### src/sv/lts_pkg.sv
// Shared types, constants and keyword tables for the Lox token scanner.
// No dependencies; imported by lts_scan, lts_out_queue and lox_token_scanner.
package lts_pkg;

  localparam int OFFSET_BITS = 32;
  localparam int LINE_BITS   = 24;
  localparam int LENGTH_BITS = 16;
  localparam int KW_COUNT    = 16;

  localparam logic [LINE_BITS-1:0]   LINE_MAX = {LINE_BITS{1'b1}};
  localparam logic [OFFSET_BITS-1:0] POS_MAX  = {OFFSET_BITS{1'b1}};
  localparam logic [LENGTH_BITS-1:0] LEN_MAX  = {LENGTH_BITS{1'b1}};

  // Lexer mode between bytes
  typedef enum logic [3:0] {
    MODE_IDLE    = 4'd0,
    MODE_IDENT   = 4'd1,
    MODE_NUMBER  = 4'd2,
    MODE_STRING  = 4'd3,
    MODE_COMMENT = 4'd4,
    MODE_BANG    = 4'd5,
    MODE_EQUAL   = 4'd6,
    MODE_GREATER = 4'd7,
    MODE_LESS    = 4'd8,
    MODE_SLASH   = 4'd9
  } mode_e;

  // Token kind codes
  localparam logic [5:0] KIND_LPAREN   = 6'd0;
  localparam logic [5:0] KIND_RPAREN   = 6'd1;
  localparam logic [5:0] KIND_LBRACE   = 6'd2;
  localparam logic [5:0] KIND_RBRACE   = 6'd3;
  localparam logic [5:0] KIND_COMMA    = 6'd4;
  localparam logic [5:0] KIND_DOT      = 6'd5;
  localparam logic [5:0] KIND_MINUS    = 6'd6;
  localparam logic [5:0] KIND_PLUS     = 6'd7;
  localparam logic [5:0] KIND_SEMI     = 6'd8;
  localparam logic [5:0] KIND_SLASH    = 6'd9;
  localparam logic [5:0] KIND_STAR     = 6'd10;
  localparam logic [5:0] KIND_BANG     = 6'd11;
  localparam logic [5:0] KIND_BANG_EQ  = 6'd12;
  localparam logic [5:0] KIND_EQUAL    = 6'd13;
  localparam logic [5:0] KIND_EQ_EQ    = 6'd14;
  localparam logic [5:0] KIND_GREATER  = 6'd15;
  localparam logic [5:0] KIND_GT_EQ    = 6'd16;
  localparam logic [5:0] KIND_LESS     = 6'd17;
  localparam logic [5:0] KIND_LT_EQ    = 6'd18;
  localparam logic [5:0] KIND_IDENT    = 6'd19;
  localparam logic [5:0] KIND_STRING   = 6'd20;
  localparam logic [5:0] KIND_NUMBER   = 6'd21;
  localparam logic [5:0] KIND_KEYWORD0 = 6'd22;
  localparam logic [5:0] KIND_ERROR    = 6'd38;
  localparam logic [5:0] KIND_EOF      = 6'd39;

  // Error codes
  localparam logic [1:0] ERR_NONE     = 2'd0;
  localparam logic [1:0] ERR_UNTERM   = 2'd1;
  localparam logic [1:0] ERR_UNKNOWN  = 2'd2;

  // Keywords, right-aligned in 48 bits; order matches the kind codes
  localparam logic [47:0] KW_TEXT [KW_COUNT] = '{
    48'("and"),   48'("class"),  48'("else"),  48'("false"),
    48'("for"),   48'("fun"),    48'("if"),    48'("nil"),
    48'("or"),    48'("print"),  48'("return"), 48'("super"),
    48'("this"),  48'("true"),   48'("var"),   48'("while")
  };
  localparam logic [2:0] KW_LEN [KW_COUNT] = '{
    3'd3, 3'd5, 3'd4, 3'd5, 3'd3, 3'd3, 3'd2, 3'd3,
    3'd2, 3'd5, 3'd6, 3'd5, 3'd4, 3'd4, 3'd3, 3'd5
  };

  // One result item
  typedef struct packed {
    logic [5:0]             kind;
    logic [OFFSET_BITS-1:0] start;
    logic [LENGTH_BITS-1:0] len;
    logic [LINE_BITS-1:0]   line;
    logic [1:0]             err;
    logic                   last;
  } tok_t;

  // Scanner state carried between bytes
  typedef struct packed {
    mode_e                  mode;
    logic [OFFSET_BITS-1:0] pos;
    logic [OFFSET_BITS-1:0] start;
    logic [LINE_BITS-1:0]   line;
    logic [KW_COUNT-1:0]    cand;
  } scan_state_t;

  // Character i of keyword k; valid for i below the keyword length
  function automatic logic [7:0] kw_char(input int unsigned k, input logic [2:0] i);
    logic [2:0]  idx;
    logic [47:0] w;
    idx = 3'(KW_LEN[k] - 3'd1 - i);
    w   = KW_TEXT[k] >> {idx, 3'b000};
    return w[7:0];
  endfunction

endpackage

### src/sv/lts_scan.sv
// Combinational scanner step: next state and up to two tokens for one input.
// Depends on lts_pkg.
module lts_scan import lts_pkg::*; (
  input  scan_state_t state_i,
  input  logic [7:0]  char_byte_i,
  input  logic        end_of_input_i,
  output scan_state_t state_o,
  output tok_t        tok0_o,
  output tok_t        tok1_o,
  output logic [1:0]  push_cnt_o
);

  // Saturating token length from start up to end (end may be pos + 1)
  function automatic logic [LENGTH_BITS-1:0] sat_len(input logic [OFFSET_BITS:0] end_v,
                                                     input logic [OFFSET_BITS-1:0] start_v);
    logic [OFFSET_BITS:0] diff;
    diff = end_v - {1'b0, start_v};
    if (|diff[OFFSET_BITS:LENGTH_BITS]) return LEN_MAX;
    return diff[LENGTH_BITS-1:0];
  endfunction

  logic [7:0]             c;
  logic                   is_digit, is_alpha;
  logic [OFFSET_BITS:0]   pos_p1;
  logic [OFFSET_BITS-1:0] ident_n;
  logic                   ident_small;
  logic [KW_COUNT-1:0]    first_mask, cand_more;
  logic [5:0]             ident_kind;

  // pending-token flush
  logic                   fl_valid;
  logic [5:0]             fl_kind;
  logic [1:0]             fl_err;
  // start of a new token at this byte
  mode_e                  sb_mode;
  logic                   sb_line_inc, sb_emit;
  logic [5:0]             sb_kind;
  logic [1:0]             sb_err;
  // tokens completed by this byte or by end of text
  logic                   own_valid;
  logic [5:0]             own_kind;
  logic [LENGTH_BITS-1:0] own_len;
  logic [OFFSET_BITS-1:0] own_start;

  logic                   do_flush, do_sb, line_inc;
  tok_t                   e0, e1;
  logic                   e0_v, e1_v;

  assign c        = char_byte_i;
  assign is_digit = (c >= "0") && (c <= "9");
  assign is_alpha = ((c >= "a") && (c <= "z")) || ((c >= "A") && (c <= "Z")) || (c == "_");
  assign pos_p1   = {1'b0, state_i.pos} + {{OFFSET_BITS{1'b0}}, 1'b1};

  // Keyword candidate tracking and final match
  assign ident_n     = state_i.pos - state_i.start;
  assign ident_small = (ident_n[OFFSET_BITS-1:3] == '0);

  always_comb begin
    for (int unsigned k = 0; k < KW_COUNT; k++) begin
      first_mask[k] = (kw_char(k, 3'd0) == c);
      cand_more[k]  = state_i.cand[k] && ident_small && (ident_n[2:0] < KW_LEN[k]) &&
                      (kw_char(k, ident_n[2:0]) == c);
    end
  end

  always_comb begin
    ident_kind = KIND_IDENT;
    for (int k = KW_COUNT - 1; k >= 0; k--) begin
      if (state_i.cand[k] && ident_small && (ident_n[2:0] == KW_LEN[k])) begin
        ident_kind = KIND_KEYWORD0 + 6'(k);
      end
    end
  end

  // Token held pending in the current mode
  always_comb begin
    fl_valid = 1'b1;
    fl_err   = ERR_NONE;
    fl_kind  = KIND_IDENT;
    unique case (state_i.mode)
      MODE_IDENT:   fl_kind = ident_kind;
      MODE_NUMBER:  fl_kind = KIND_NUMBER;
      MODE_STRING:  begin
        fl_kind = KIND_ERROR;
        fl_err  = ERR_UNTERM;
      end
      MODE_BANG:    fl_kind = KIND_BANG;
      MODE_EQUAL:   fl_kind = KIND_EQUAL;
      MODE_GREATER: fl_kind = KIND_GREATER;
      MODE_LESS:    fl_kind = KIND_LESS;
      MODE_SLASH:   fl_kind = KIND_SLASH;
      default:      fl_valid = 1'b0;
    endcase
  end

  // Classify a byte that begins a token
  always_comb begin
    sb_mode     = MODE_IDLE;
    sb_line_inc = 1'b0;
    sb_emit     = 1'b0;
    sb_kind     = KIND_ERROR;
    sb_err      = ERR_NONE;
    if (is_digit) begin
      sb_mode = MODE_NUMBER;
    end else if (is_alpha) begin
      sb_mode = MODE_IDENT;
    end else begin
      unique case (c)
        " ", "\t", "\r": sb_mode = MODE_IDLE;
        "\n": sb_line_inc = 1'b1;
        "\"": sb_mode = MODE_STRING;
        "!":  sb_mode = MODE_BANG;
        "=":  sb_mode = MODE_EQUAL;
        ">":  sb_mode = MODE_GREATER;
        "<":  sb_mode = MODE_LESS;
        "/":  sb_mode = MODE_SLASH;
        "(":  begin sb_emit = 1'b1; sb_kind = KIND_LPAREN; end
        ")":  begin sb_emit = 1'b1; sb_kind = KIND_RPAREN; end
        "{":  begin sb_emit = 1'b1; sb_kind = KIND_LBRACE; end
        "}":  begin sb_emit = 1'b1; sb_kind = KIND_RBRACE; end
        ",":  begin sb_emit = 1'b1; sb_kind = KIND_COMMA; end
        ".":  begin sb_emit = 1'b1; sb_kind = KIND_DOT; end
        "-":  begin sb_emit = 1'b1; sb_kind = KIND_MINUS; end
        "+":  begin sb_emit = 1'b1; sb_kind = KIND_PLUS; end
        ";":  begin sb_emit = 1'b1; sb_kind = KIND_SEMI; end
        "*":  begin sb_emit = 1'b1; sb_kind = KIND_STAR; end
        default: begin
          sb_emit = 1'b1;
          sb_kind = KIND_ERROR;
          sb_err  = ERR_UNKNOWN;
        end
      endcase
    end
  end

  // Mode transitions
  always_comb begin
    state_o   = state_i;
    do_flush  = 1'b0;
    do_sb     = 1'b0;
    line_inc  = 1'b0;
    own_valid = 1'b0;
    own_kind  = KIND_EOF;
    own_start = state_i.start;
    own_len   = sat_len(pos_p1, state_i.start);

    if (end_of_input_i) begin
      do_flush      = 1'b1;
      own_valid     = 1'b1;
      own_kind      = KIND_EOF;
      own_start     = state_i.pos;
      own_len       = '0;
      state_o.mode  = MODE_IDLE;
      state_o.start = state_i.pos;
    end else begin
      unique case (state_i.mode)
        MODE_IDENT: begin
          if (is_alpha || is_digit) state_o.cand = cand_more;
          else begin do_flush = 1'b1; do_sb = 1'b1; end
        end
        MODE_NUMBER: begin
          if (!(is_digit || (c == "."))) begin do_flush = 1'b1; do_sb = 1'b1; end
        end
        MODE_STRING: begin
          if (c == "\"") begin
            own_valid    = 1'b1;
            own_kind     = KIND_STRING;
            state_o.mode = MODE_IDLE;
          end else if (c == "\n") begin
            line_inc = 1'b1;
          end
        end
        MODE_COMMENT: begin
          if (c == "\n") do_sb = 1'b1;
        end
        MODE_BANG, MODE_EQUAL, MODE_GREATER, MODE_LESS: begin
          if (c == "=") begin
            own_valid    = 1'b1;
            own_kind     = fl_kind + 6'd1;
            state_o.mode = MODE_IDLE;
          end else begin
            do_flush = 1'b1;
            do_sb    = 1'b1;
          end
        end
        MODE_SLASH: begin
          if (c == "/") state_o.mode = MODE_COMMENT;
          else begin do_flush = 1'b1; do_sb = 1'b1; end
        end
        default: do_sb = 1'b1;
      endcase

      if (do_sb) begin
        state_o.mode  = sb_mode;
        state_o.start = state_i.pos;
        line_inc      = sb_line_inc;
        if (sb_mode == MODE_IDENT) state_o.cand = first_mask;
      end
      if (state_i.pos != POS_MAX) state_o.pos = pos_p1[OFFSET_BITS-1:0];
    end

    if (line_inc && (state_i.line != LINE_MAX)) state_o.line = state_i.line + 1'b1;
  end

  // Order tokens: flushed one first, then the one started or closed here
  always_comb begin
    e0_v       = do_flush && fl_valid;
    e0.kind    = fl_kind;
    e0.start   = state_i.start;
    e0.len     = sat_len({1'b0, state_i.pos}, state_i.start);
    e0.line    = state_i.line;
    e0.err     = fl_err;
    e0.last    = 1'b0;

    e1.line    = state_i.line;
    e1.last    = 1'b1;
    if (do_sb && sb_emit) begin
      e1_v     = 1'b1;
      e1.kind  = sb_kind;
      e1.start = state_i.pos;
      e1.len   = LENGTH_BITS'(1);
      e1.err   = sb_err;
    end else begin
      e1_v     = own_valid;
      e1.kind  = own_kind;
      e1.start = own_start;
      e1.len   = own_len;
      e1.err   = ERR_NONE;
    end

    if (e0_v) begin
      tok0_o      = e0;
      tok0_o.last = !e1_v;
      tok1_o      = e1;
    end else begin
      tok0_o      = e1;
      tok1_o      = e1;
    end
    push_cnt_o = {1'b0, e0_v} + {1'b0, e1_v};
  end

endmodule

### src/sv/lts_out_queue.sv
// Four-entry result queue taking up to two tokens per cycle, draining one.
// Depends on lts_pkg.
module lts_out_queue import lts_pkg::*; (
  input  logic       clk_i,
  input  logic       rst_ni,
  input  logic [1:0] push_cnt_i,
  input  tok_t       tok0_i,
  input  tok_t       tok1_i,
  output logic       room_o,
  output logic       out_valid_o,
  input  logic       out_ready_i,
  output tok_t       tok_o
);

  tok_t       mem_q [4];
  logic [1:0] wr_q, rd_q;
  logic [2:0] cnt_q;
  logic       pop;

  // room for a full pair of tokens
  assign room_o      = (cnt_q <= 3'd2);
  assign out_valid_o = (cnt_q != 3'd0);
  assign pop         = out_valid_o && out_ready_i;
  assign tok_o       = mem_q[rd_q];

  // Entry storage
  always_ff @(posedge clk_i) begin
    if (push_cnt_i != 2'd0) mem_q[wr_q] <= tok0_i;
    if (push_cnt_i == 2'd2) mem_q[wr_q + 2'd1] <= tok1_i;
  end

  // Pointers and fill count
  always_ff @(posedge clk_i or negedge rst_ni) begin
    if (!rst_ni) begin
      wr_q  <= '0;
      rd_q  <= '0;
      cnt_q <= '0;
    end else begin
      wr_q  <= wr_q + push_cnt_i;
      rd_q  <= rd_q + {1'b0, pop};
      cnt_q <= cnt_q + {1'b0, push_cnt_i} - {2'b00, pop};
    end
  end

endmodule

### src/sv/lox_token_scanner.sv
// Lox token scanner: byte stream in, token stream out.
// Usage:
//   Input channel (in_valid_i / in_ready_o) carries one source byte per
//   transaction, or an end-of-text mark (end_of_input_i = 1) that flushes
//   any pending token and then yields an EOF token.
//   Output channel (out_valid_o / out_ready_i) carries one token per
//   transaction; last_in_run_o marks the final token caused by an input.
// Tokens for an input are written to the queue on the edge that accepts it.
//   Throughput: one byte per cycle while in_ready_o is high; a byte yields
//   0 to 2 tokens. The per-byte step is a single combinational pass over
//   the scanner registers; tokens land in a four-entry queue.
// Stall: in_ready_o stays high while the queue has room for two tokens;
//   a stalled receiver fills the queue and then holds off input.
// Reset: mode idle, offset 0, line 1, queue empty; no clearing pass.
// Depends on lts_pkg, lts_scan and lts_out_queue.
module lox_token_scanner import lts_pkg::*; (
  input  logic                   clk_i,
  input  logic                   rst_ni,
  input  logic                   in_valid_i,
  output logic                   in_ready_o,
  input  logic [7:0]             char_byte_i,
  input  logic                   end_of_input_i,
  output logic                   out_valid_o,
  input  logic                   out_ready_i,
  output logic [5:0]             token_kind_o,
  output logic [OFFSET_BITS-1:0] start_offset_o,
  output logic [LENGTH_BITS-1:0] token_length_o,
  output logic [LINE_BITS-1:0]   line_number_o,
  output logic [1:0]             error_kind_o,
  output logic                   last_in_run_o
);

  scan_state_t state_q, state_d;
  tok_t        tok0, tok1, tok_out;
  logic [1:0]  scan_cnt, push_cnt;
  logic        room, accept;

  assign in_ready_o = room;
  assign accept     = in_valid_i && in_ready_o;
  assign push_cnt   = accept ? scan_cnt : 2'd0;

  // Per-byte scanner step
  lts_scan u_scan (
    .state_i        (state_q),
    .char_byte_i    (char_byte_i),
    .end_of_input_i (end_of_input_i),
    .state_o        (state_d),
    .tok0_o         (tok0),
    .tok1_o         (tok1),
    .push_cnt_o     (scan_cnt)
  );

  // Scanner state register
  always_ff @(posedge clk_i or negedge rst_ni) begin
    if (!rst_ni) begin
      state_q.mode  <= MODE_IDLE;
      state_q.pos   <= '0;
      state_q.start <= '0;
      state_q.line  <= LINE_BITS'(1);
      state_q.cand  <= '0;
    end else if (accept) begin
      state_q <= state_d;
    end
  end

  // Result queue
  lts_out_queue u_queue (
    .clk_i       (clk_i),
    .rst_ni      (rst_ni),
    .push_cnt_i  (push_cnt),
    .tok0_i      (tok0),
    .tok1_i      (tok1),
    .room_o      (room),
    .out_valid_o (out_valid_o),
    .out_ready_i (out_ready_i),
    .tok_o       (tok_out)
  );

  assign token_kind_o   = tok_out.kind;
  assign start_offset_o = tok_out.start;
  assign token_length_o = tok_out.len;
  assign line_number_o  = tok_out.line;
  assign error_kind_o   = tok_out.err;
  assign last_in_run_o  = tok_out.last;

`ifndef NO_ASSERTIONS
  // token start never runs ahead of the byte offset
  a_start_le_pos: assert property (@(posedge clk_i) disable iff (!rst_ni)
    state_q.start <= state_q.pos)
    else $error("token start beyond byte position");

  // line counter starts at one and saturates, never wraps to zero
  a_line_nonzero: assert property (@(posedge clk_i) disable iff (!rst_ni)
    state_q.line != '0)
    else $error("line count is zero");

  // end of text always leaves the scanner idle with an EOF token queued
  a_eof_idle: assert property (@(posedge clk_i) disable iff (!rst_ni)
    (accept && end_of_input_i) |=> (state_q.mode == MODE_IDLE) && out_valid_o)
    else $error("end of text did not flush the scanner");

  // end of text does not move the byte offset
  a_eof_pos: assert property (@(posedge clk_i) disable iff (!rst_ni)
    (accept && end_of_input_i) |=> $stable(state_q.pos))
    else $error("byte position moved on end of text");
`endif

endmodule
### config.mk
export PLATFORM = sky130hd
export DESIGN_NAME = lox_token_scanner
export DESIGN_NICKNAME = d
export VERILOG_FILES = /design/src/sv/lts_pkg.sv /design/src/sv/lts_scan.sv /design/src/sv/lts_out_queue.sv /design/src/sv/lox_token_scanner.sv
export SDC_FILE = /design/constraint.sdc
export NUM_CORES = 1
export LEC_CHECK = 0
export BUFFER_PORTS_ARGS = -buffer_cell sky130_fd_sc_hd__buf_2
export CORE_MARGIN = 4
export CORE_UTILIZATION = 35
export DETAILED_ROUTE_END_ITERATION = 16
export GPL_ROUTABILITY_DRIVEN = 0
export HOLD_SLACK_MARGIN = 0.08
export PLACE_DENSITY = 0.53
export SLEW_MARGIN = 30
export SYNTH_ARGS = -nofsm -noshare
export SYNTH_HDL_FRONTEND = slang
export SYNTH_HIERARCHICAL = 1
export SYNTH_SLANG_ARGS = --single-unit
### constraint.sdc
create_clock -name clk_i -period 12.5 [get_ports clk_i]
set_clock_uncertainty 0.15 [all_clocks]
set_input_delay 2.5 -clock clk_i [delete_from_list [all_inputs] [get_ports clk_i]]
set_output_delay 2.5 -clock clk_i [all_outputs]
set_load 0.05 [all_outputs]
Word-level counts from Yosys, hierarchy flattened
Memories as Yosys holds them, arrays and structs flattened.
Index checks and enable logic that the tools add are counted.
{ "word_totals": {"regBits": 115, "mem_bits_rw": 324, "in_bits": 13, "word_cells": 303, "memories": 1} }
{ "classes": {"addsub": 17, "magnitude_cmp": 12, "n_eq_ne": 71, "n_shift": 16, "mux": 84, "bitwise_logic": 1, "reduce_logical": 93} }
{ "memory_table": {"columns": ["memory", "depth", "word_bits", "read_ports", "rd_ports_with_merged_regs", "wr", "line", "text"], "rows": [
  ["u_queue.mem_q", 4, 81, 1, 0, 2, "lts_out_queue.sv:15", "tok_t mem_q [4];"]
]} }
{ "ops": {"columns": ["cell", "count"], "rows": [
  ["$shr 39x6->8 const A", 5],
  ["$mux 16", 9],
  ["$eq 8x8->1", 16],
  ["$mux 6", 21],
  ["$eq 8x6->1 const B", 15],
  ["$shr 23x6->8 const A", 5],
  ["$eq 7x8->1 const A", 13],
  ["$mux 32", 3],
  ["$shr 31x6->8 const A", 3],
  ["$mux 81", 1],
  ["$logic_and 1x1->1", 72],
  ["$pmux 6 s10", 1],
  ["$mux 54", 1],
  ["$pmux 6 s8", 1],
  ["$shr 47x6->8 const A", 1],
  ["$reduce_or 17->1", 2],
  ["$add 32x1->33 const B", 1],
  ["$sub 32x32->33", 1],
  ["$sub 33x32->33", 1],
  ["$eq 8x7->1 const B", 4],
  ["$ne 32x32->1 const B", 1],
  ["$sub 32x32->32", 1],
  ["$shr 15x6->8 const A", 2],
  ["$logic_not 29->1", 1],
  ["50 further kinds", 113]
]} }

Logic depth before layout (Yosys ltp)
Gate-level depths: netlist of the first run.
{ "depth": {"depth_word": 27, "ltp_mapped": 23, "mapped_depth_nobuf": 21} }

Hierarchy
Netlist of the first run, hierarchy kept.
{ "by_module_without_submodules": {"columns": ["module", "n_inst", "cells_per_inst", "area_each_um2"], "rows": [
  ["lts_out_queue", 1, 824, 16348.2],
  ["lts_scan", 1, 1783, 11193.2],
  ["lox_token_scanner", 1, 230, 4087.7]
]} }

Worst setup path after synthesis of the first run
Ideal clock, no wire load.
{ "synth_timing": {"path_kind": "input to register", "startpoint": "input char_byte_i[2]", "endpoint": "memory u_queue/mem_q[0][0] in the netlist's numbering, enable pin", "setup_ps": 798, "t_arrival_ps": 14045, "slack_ps": -2493, "path_stages": 15, "path_cell_list": "buf_4 > or3_1 > nor3_1 > o41ai_1 > a21oi_1 > or3b_1 > buf_2 > and3_1 > buf_2 > nor2_2 > nand2_1 > ha_1 > and3_1 > inv_1 > o311ai_0"} }
{ "synth_lines": {"columns": ["item", "line", "text"], "rows": [
  ["start, declared", "lox_token_scanner.sv:21", "input logic [7:0] char_byte_i,"],
  ["end, declared", "lts_out_queue.sv:15", null]
]} }

==> results.cfg, run 1 <==
[outcome]
status = complete, no violations

[global_route]
first_global_vias = 22710
gr-total-overflow = 0
antenna_found_initial = 0
grt_pass1_wl_um = 134900
grt_max_degree = 60
grt_usage_pct = 17.86

[setup_path]
crit_family = simple AND/OR/NAND/NOR gates
cp.required_ns = 12.68
critPathMaxFanout = 46
slowest_delay_ns = 0.87
crit_arrival_ns = 8.72
critPathLaunchType = input pin
critPathBufInv = 2
crit_type = input pin to flip-flop
endpoint_kind = flip-flop
cp_slowest_cell = and4bb_4
crit_chain = buf_2 -> and2_1 -> nand4_1 -> a22o_1 -> a22o_1 -> or3b_1 -> and3_1 -> nor2_2 -> nand2_1 -> ha_1 -> and3_1 -> and4bb_4 -> buf_4 -> mux2_2

[logic_synthesis]
synth_edf_count = 324
syn_avg_cell_area_um2 = 11.15
synth_ff_type = edfxtp_1
yosysSeqAreaShare_pct = 39.86
ys_warn_count = 6
synth_top_area_share_pct = 30.76
ys_types = 103
synth_area_leaders = edfxtp_1, mux2_2, dfrtp_1
synth_async_sr_flop_share_pct = 26.20
syn-instance-count = 2837
synth_nets = 2941
synth-seq-cells = 439
syn-cell-area_mm2 = 0.03163
synth_top_cell_by_area = edfxtp_1

[routing]
drtIter0Drc = 1833
vias_per_cell = 5.714
dr.pass1.iters = 5
antenna_left = 0
drc = 0
wire_per_inst_um = 21.84
drt_wl_total_um = 87110
num_vias = 22790

[place]
io_buffer_count = 95
dp_hpwl_um = 58000

[die]
num_rows = 109
die_y_um = 308.6
dieArea_mm2 = 0.09524
die-width_um = 308.6
core_area_mm2 = 0.08906
start_util_pct = 35.52
boundaryPins = 96

[final_layout]
layout_common_cells = mux2_2, edfxtp_1, nand2_1
fillers = 8562
final_nets = 2887
drive_gt1_share_pct = 29.22
area_growth_pct = 7.987
layout_commonest_cell = mux2_2

[power_and_ir_drop]
power_w = 0.008003
vdd_drop_max_mv = 0.1718
p_leak_nw = 13.28
p_per_area_mw_per_mm2 = 234.3

[clocking]
cts_buffer_depth = 3
cts_hold_buf = 0
clkTransAtPathRegs_ns = 0.06
clkLatencyLatePin_ns = 0.60
cts_tree = yes
root_buffer = clkbuf_16
cts_sinks = 439
cts-buffers-inserted = 49
cts_setup_buffers = 0
cts.repair.resized = 0
htree_levels = 2

[sta]
finalMaxSlewViolations = 0
fin_crit_ns = 8.541
worst_pin_slew_ns = 0.9654
relSlewSlack_pct = 35.04
final_hold_viol_count = 0
fmax_mhz = 117.1
tns_ns = 0
setup_viol = 0
grt_setup_unrepaired = no
fin_crit_sh_pct = 68.33

[min_path]
hp-class = flip-flop to flip-flop

[run]
drv_cap = 0
[per-stage QoR]
stage	area [µm²]	util, %	cells	hold WS (ns)	setup slack (ns)
floorplan	31630	-	2837	0.3239	0.8933
global placement	32550	36.55	3896	0.3538	3.516
detailed placement	32560	36.56	3896	0.3639	3.448
CTS	34130	38.32	3987	0.3769	4.050
global route	34150	38.35	3988	0.3900	3.636
finish	34160	38.35	3989	0.3763	3.959
[worst paths after layout]
check | start | end | slack [ns] | depth (start not counted)
max | char_byte_i[2] | u_queue/mem_q[2][66] | 3.96 | 14
min | state_q[63] | state_q[63] | 0.38 | 1
max reg2reg | state_q[74] | u_queue/mem_q[2][36] | 5.21 | 22
min reg2reg | state_q[63] | state_q[63] | 0.38 | 1
max in group asynchronous | rst_ni | u_queue/rd_q[1] | 9.40 | 2
min in group asynchronous | rst_ni | state_q[25] | 1.64 | 1
[power breakdown]
group	internal [W]	switching, W	leakage, nW
sequential	0.00183	0.000130	4.55
clock	0.000824	0.000595	0.761
combinational	0.00167	0.00295	7.97
total	0.00433	0.00368	13.3
[logic make-up (layout without fill, tap and decap cells)]
kind of cell,after synthesis,after routing,synth area share [%]
simple gates,713,713,11.36
mux,557,557,23.85
fa+ha+maj,91,91,3.671
other cells,2,3,0.02374
compound gates,569,569,11.81
flops,439,439,39.86
xor+xnor,147,147,4.071
buf+inv,319,305,5.348
[synthesized netlist by cell type (all sizes together), types with 12 or more instances]
library cell  number
mux2             464
edfxtp           324
nand2            210
nor2             174
buf              160
o21ai            159
a21oi            148
dfrtp            114
xnor2             91
ha                88
inv               83
mux4              81
clkbuf            75
xor2              56
nand3             53
nor3              50
and3              49
a31oi             43
nor2b             29
nand4             28
nor4              25
o21a              22
nand2b            19
a211oi            16
and2              15
o31ai             15
o22ai             14
a221oi            12
mux2i             12
or2               12
or3               12
[metal layers]
layer	global-route usage, %	part of all wire (%)	up-vias
met5	0	0	-
met2	31.00	49	627
met3	1.657	4.4	139
met4	4.338	2.3	0
li1	-	-	10560
met1	24.18	45	11470
[cell type report]
cell class | instances | area [µm²] | area share (%)
inverters | 84 | 315.3 | 0.9231
well taps | 1165 | 1458 | 4.268
clock inverters | 19 | 195.2 | 0.5715
clock buffers | 72 | 1373 | 4.019
diodes | 1 | 2.502 | 0.007327
multi-input cells | 2079 | 17430 | 51.03
flip-flops and latches | 439 | 12620 | 36.94
repair buffers | 130 | 765.7 | 2.242
[registers in the layout, summed over array words and instances (netlist names)]
register / cells
u_queue/rd_q: 2
u_queue/wr_q: 2
u_queue/mem_q: 324
state_q: 108
u_queue/cnt_q: 3
Note: power is estimated with default switching activity, not from simulation.
==> inputs of run 2 (changes only) <==
Clock period 12.5 ns to 7.77 ns, I/O delays scaled along.
==> run 2 against run 1 <==
- first-iteration DRC count down 15%
- routed wire length rose by 0.72%
- clock power is 65% higher
- sequential power increased by 60%
- highest routed layer unchanged
==> results.cfg, run 2 (synthesized netlist as in run 1, its figures left out) <==
[global_route]
met2_usage_pct = 31.01
grt_use_met3_pct = 2.006
grt_busiest_layer = met2
gr-total-overflow = 0
grt_usage_pct = 17.97
first_global_vias = 22800
met1_usage_pct = 24.21
grt_pass1_wl_um = 135700
grt_max_degree = 84
antenna_found_initial = 0

[final_layout]
layout_commonest_cell = mux2_2
antenna_cells = 0
largest_register = u_queue/mem_q
drive_gt1_share_pct = 29.65
layout_common_cells = mux2_2, edfxtp_1, nand2_1
final_nets = 2899
area_growth_pct = 8.727
design_area_mm2 = 0.03439
largestRegisters = u_queue/mem_q: 324 flops, state_q: 108 flops, u_queue/cnt_q: 3 flops
largest_register_ffs = 324

[setup_path]
crit_type = flip-flop to flip-flop
cp_slowest_cell = dfrtp_1
crit_family = simple AND/OR/NAND/NOR gates
endpoint_kind = flip-flop
critPathBufInv = 2
cp.required_ns = 7.98
slowest_delay_ns = 0.49
critPathLaunchType = flip-flop
crit_chain = and3_1 -> nand3_1 -> nor2_1 -> and2_1 -> nand3_1 -> nor4_1 -> and4_1 -> and3_1 -> xor2_1 -> ha_1 -> inv_1 -> a221o_1 -> a2111oi_0 -> o21ai_0 -> a2111oi_0 -> nand4_1 -> or4_4 -> nor4_4 -> buf_4 -> a41oi_1 -> mux2_2
critPathMaxFanout = 32
crit_arrival_ns = 7.01

[power_and_ir_drop]
power_w = 0.01295
netSwitchingFraction_pct = 45.98
power.internal_w = 0.006996
p_per_area_mw_per_mm2 = 376.6
p_leak_nw = 13.38
p_comb_share_pct = 57.8
vdd_drop_max_mv = 0.1929
clockPowerShare_pct = 18.1
switchingPower_w = 0.005955
power_frac_seq_pct = 24.2

[routing]
wire_per_inst_um = 21.93
num_vias = 22760
drt_wl_total_um = 87740
drc = 0
vias_per_cell = 5.688
drtIter0Drc = 1550
antenna_left = 0
dr.pass1.iters = 5

[run]
drv_cap = 0

[clocking]
cts.repair.resized = 0
cts_setup_buffers = 0
root_buffer = clkbuf_16
clkLatencyLatePin_ns = 0.61
cts_tree = yes
cts_buffer_depth = 3
cts_hold_buf = 0
cts-buffers-inserted = 49
cts_sinks = 439
clkTransAtPathRegs_ns = 0.06
htree_levels = 2

[die]
die-width_um = 308.6
start_util_pct = 35.52
dieArea_mm2 = 0.09524
num_rows = 109
die_y_um = 308.6
boundaryPins = 96
core_area_mm2 = 0.08906

[sta]
fin_crit_sh_pct = 87.48
setup_viol = 0
fin_crit_ns = 6.797
relSlewSlack_pct = 34.04
fmax_mhz = 147.1
final_hold_viol_count = 0
finalMaxSlewViolations = 0
grt_setup_unrepaired = no
worst_pin_slew_ns = 0.9871

[place]
placed_cell_area_mm2 = 0.03279
dp_hpwl_um = 58490
io_buffer_count = 95

[min_path]
hp-class = flip-flop to flip-flop

[outcome]
status = complete, no violations
## run 2: power by group through the flow
| stage | sequential [W] | clock, W | combinational (W) |
|---|---|---|---|
| detailed placement | 0.00318 | 0 | 0.00744 |
| finish | 0.00313 | 0.00234 | 0.00748 |
| global route | 0.00316 | 0.00251 | 0.00800 |
| global placement | 0.00317 | 0 | 0.00736 |
| floorplan | 0.00308 | 0 | 0.00562 |
| CTS | 0.00313 | 0.00241 | 0.00747 |
## run 2: layout make-up
type                       instances  area (µm²)
clock buffer                      67        1324
clock inverter                    25       275.3
sequential                       439       12620
tap                             1165        1458
fill                            8559       54670
inverter                          84       315.3
timing repair buffer             142       984.7
multi-input combinational       2079       17420
## run 2: worst paths after layout
kind,end,slack (ns),cells past startpoint,startpoint
setup / recovery,u_queue/mem_q[0][28],0.97,21,state_q[74]
hold / removal,state_q[53],0.37,1,state_q[53]
setup reg to reg,u_queue/mem_q[0][28],0.97,21,state_q[74]
hold reg to reg,state_q[53],0.37,1,state_q[53]
max in group asynchronous,state_q[4],5.41,2,rst_ni
min in group asynchronous,state_q[24],0.79,1,rst_ni
## run 2: worst reg2reg max path, cell delays in order (launching register included)
cell and delay [ns]:
dfrtp_1 0.49, and3_1 0.27, nand3_1 0.17, nor2_1 0.18
and2_1 0.27, nand3_1 0.17, nor4_1 0.49, and4_1 0.32
and3_1 0.23, xor2_1 0.09, ha_1 0.36, inv_1 0.10
a221o_1 0.32, a2111oi_0 0.40, o21ai_0 0.16, a2111oi_0 0.45
nand4_1 0.16, or4_4 0.44, nor4_4 0.25, buf_4 0.42
a41oi_1 0.32, mux2_2 0.34
## run 2: per-layer routing
| metal | routed length [µm] | vias up |
|---|---|---|
| met5 | 0 | - |
| met4 | 1944 | 0 |
| met3 | 4026 | 134 |
| met2 | 42470 | 603 |
| met1 | 39290 | 11420 |
| li1 | - | 10600 |
## run 2: metrics by stage
step                TNS [ns]  utilization, %  hold slack (ns)  instances  setup slack [ns]
detailed placement         0           36.82           0.3629       3909            0.7109
global placement           0           36.79           0.3538       3908            0.7944
CTS                        0           38.61           0.3771       4001            0.9966
finish                     0           38.62           0.3733       4001            0.9728
global route               0           38.62           0.3881       4001            0.6672
floorplan             -13.87               -           0.3239       2837           -0.1712
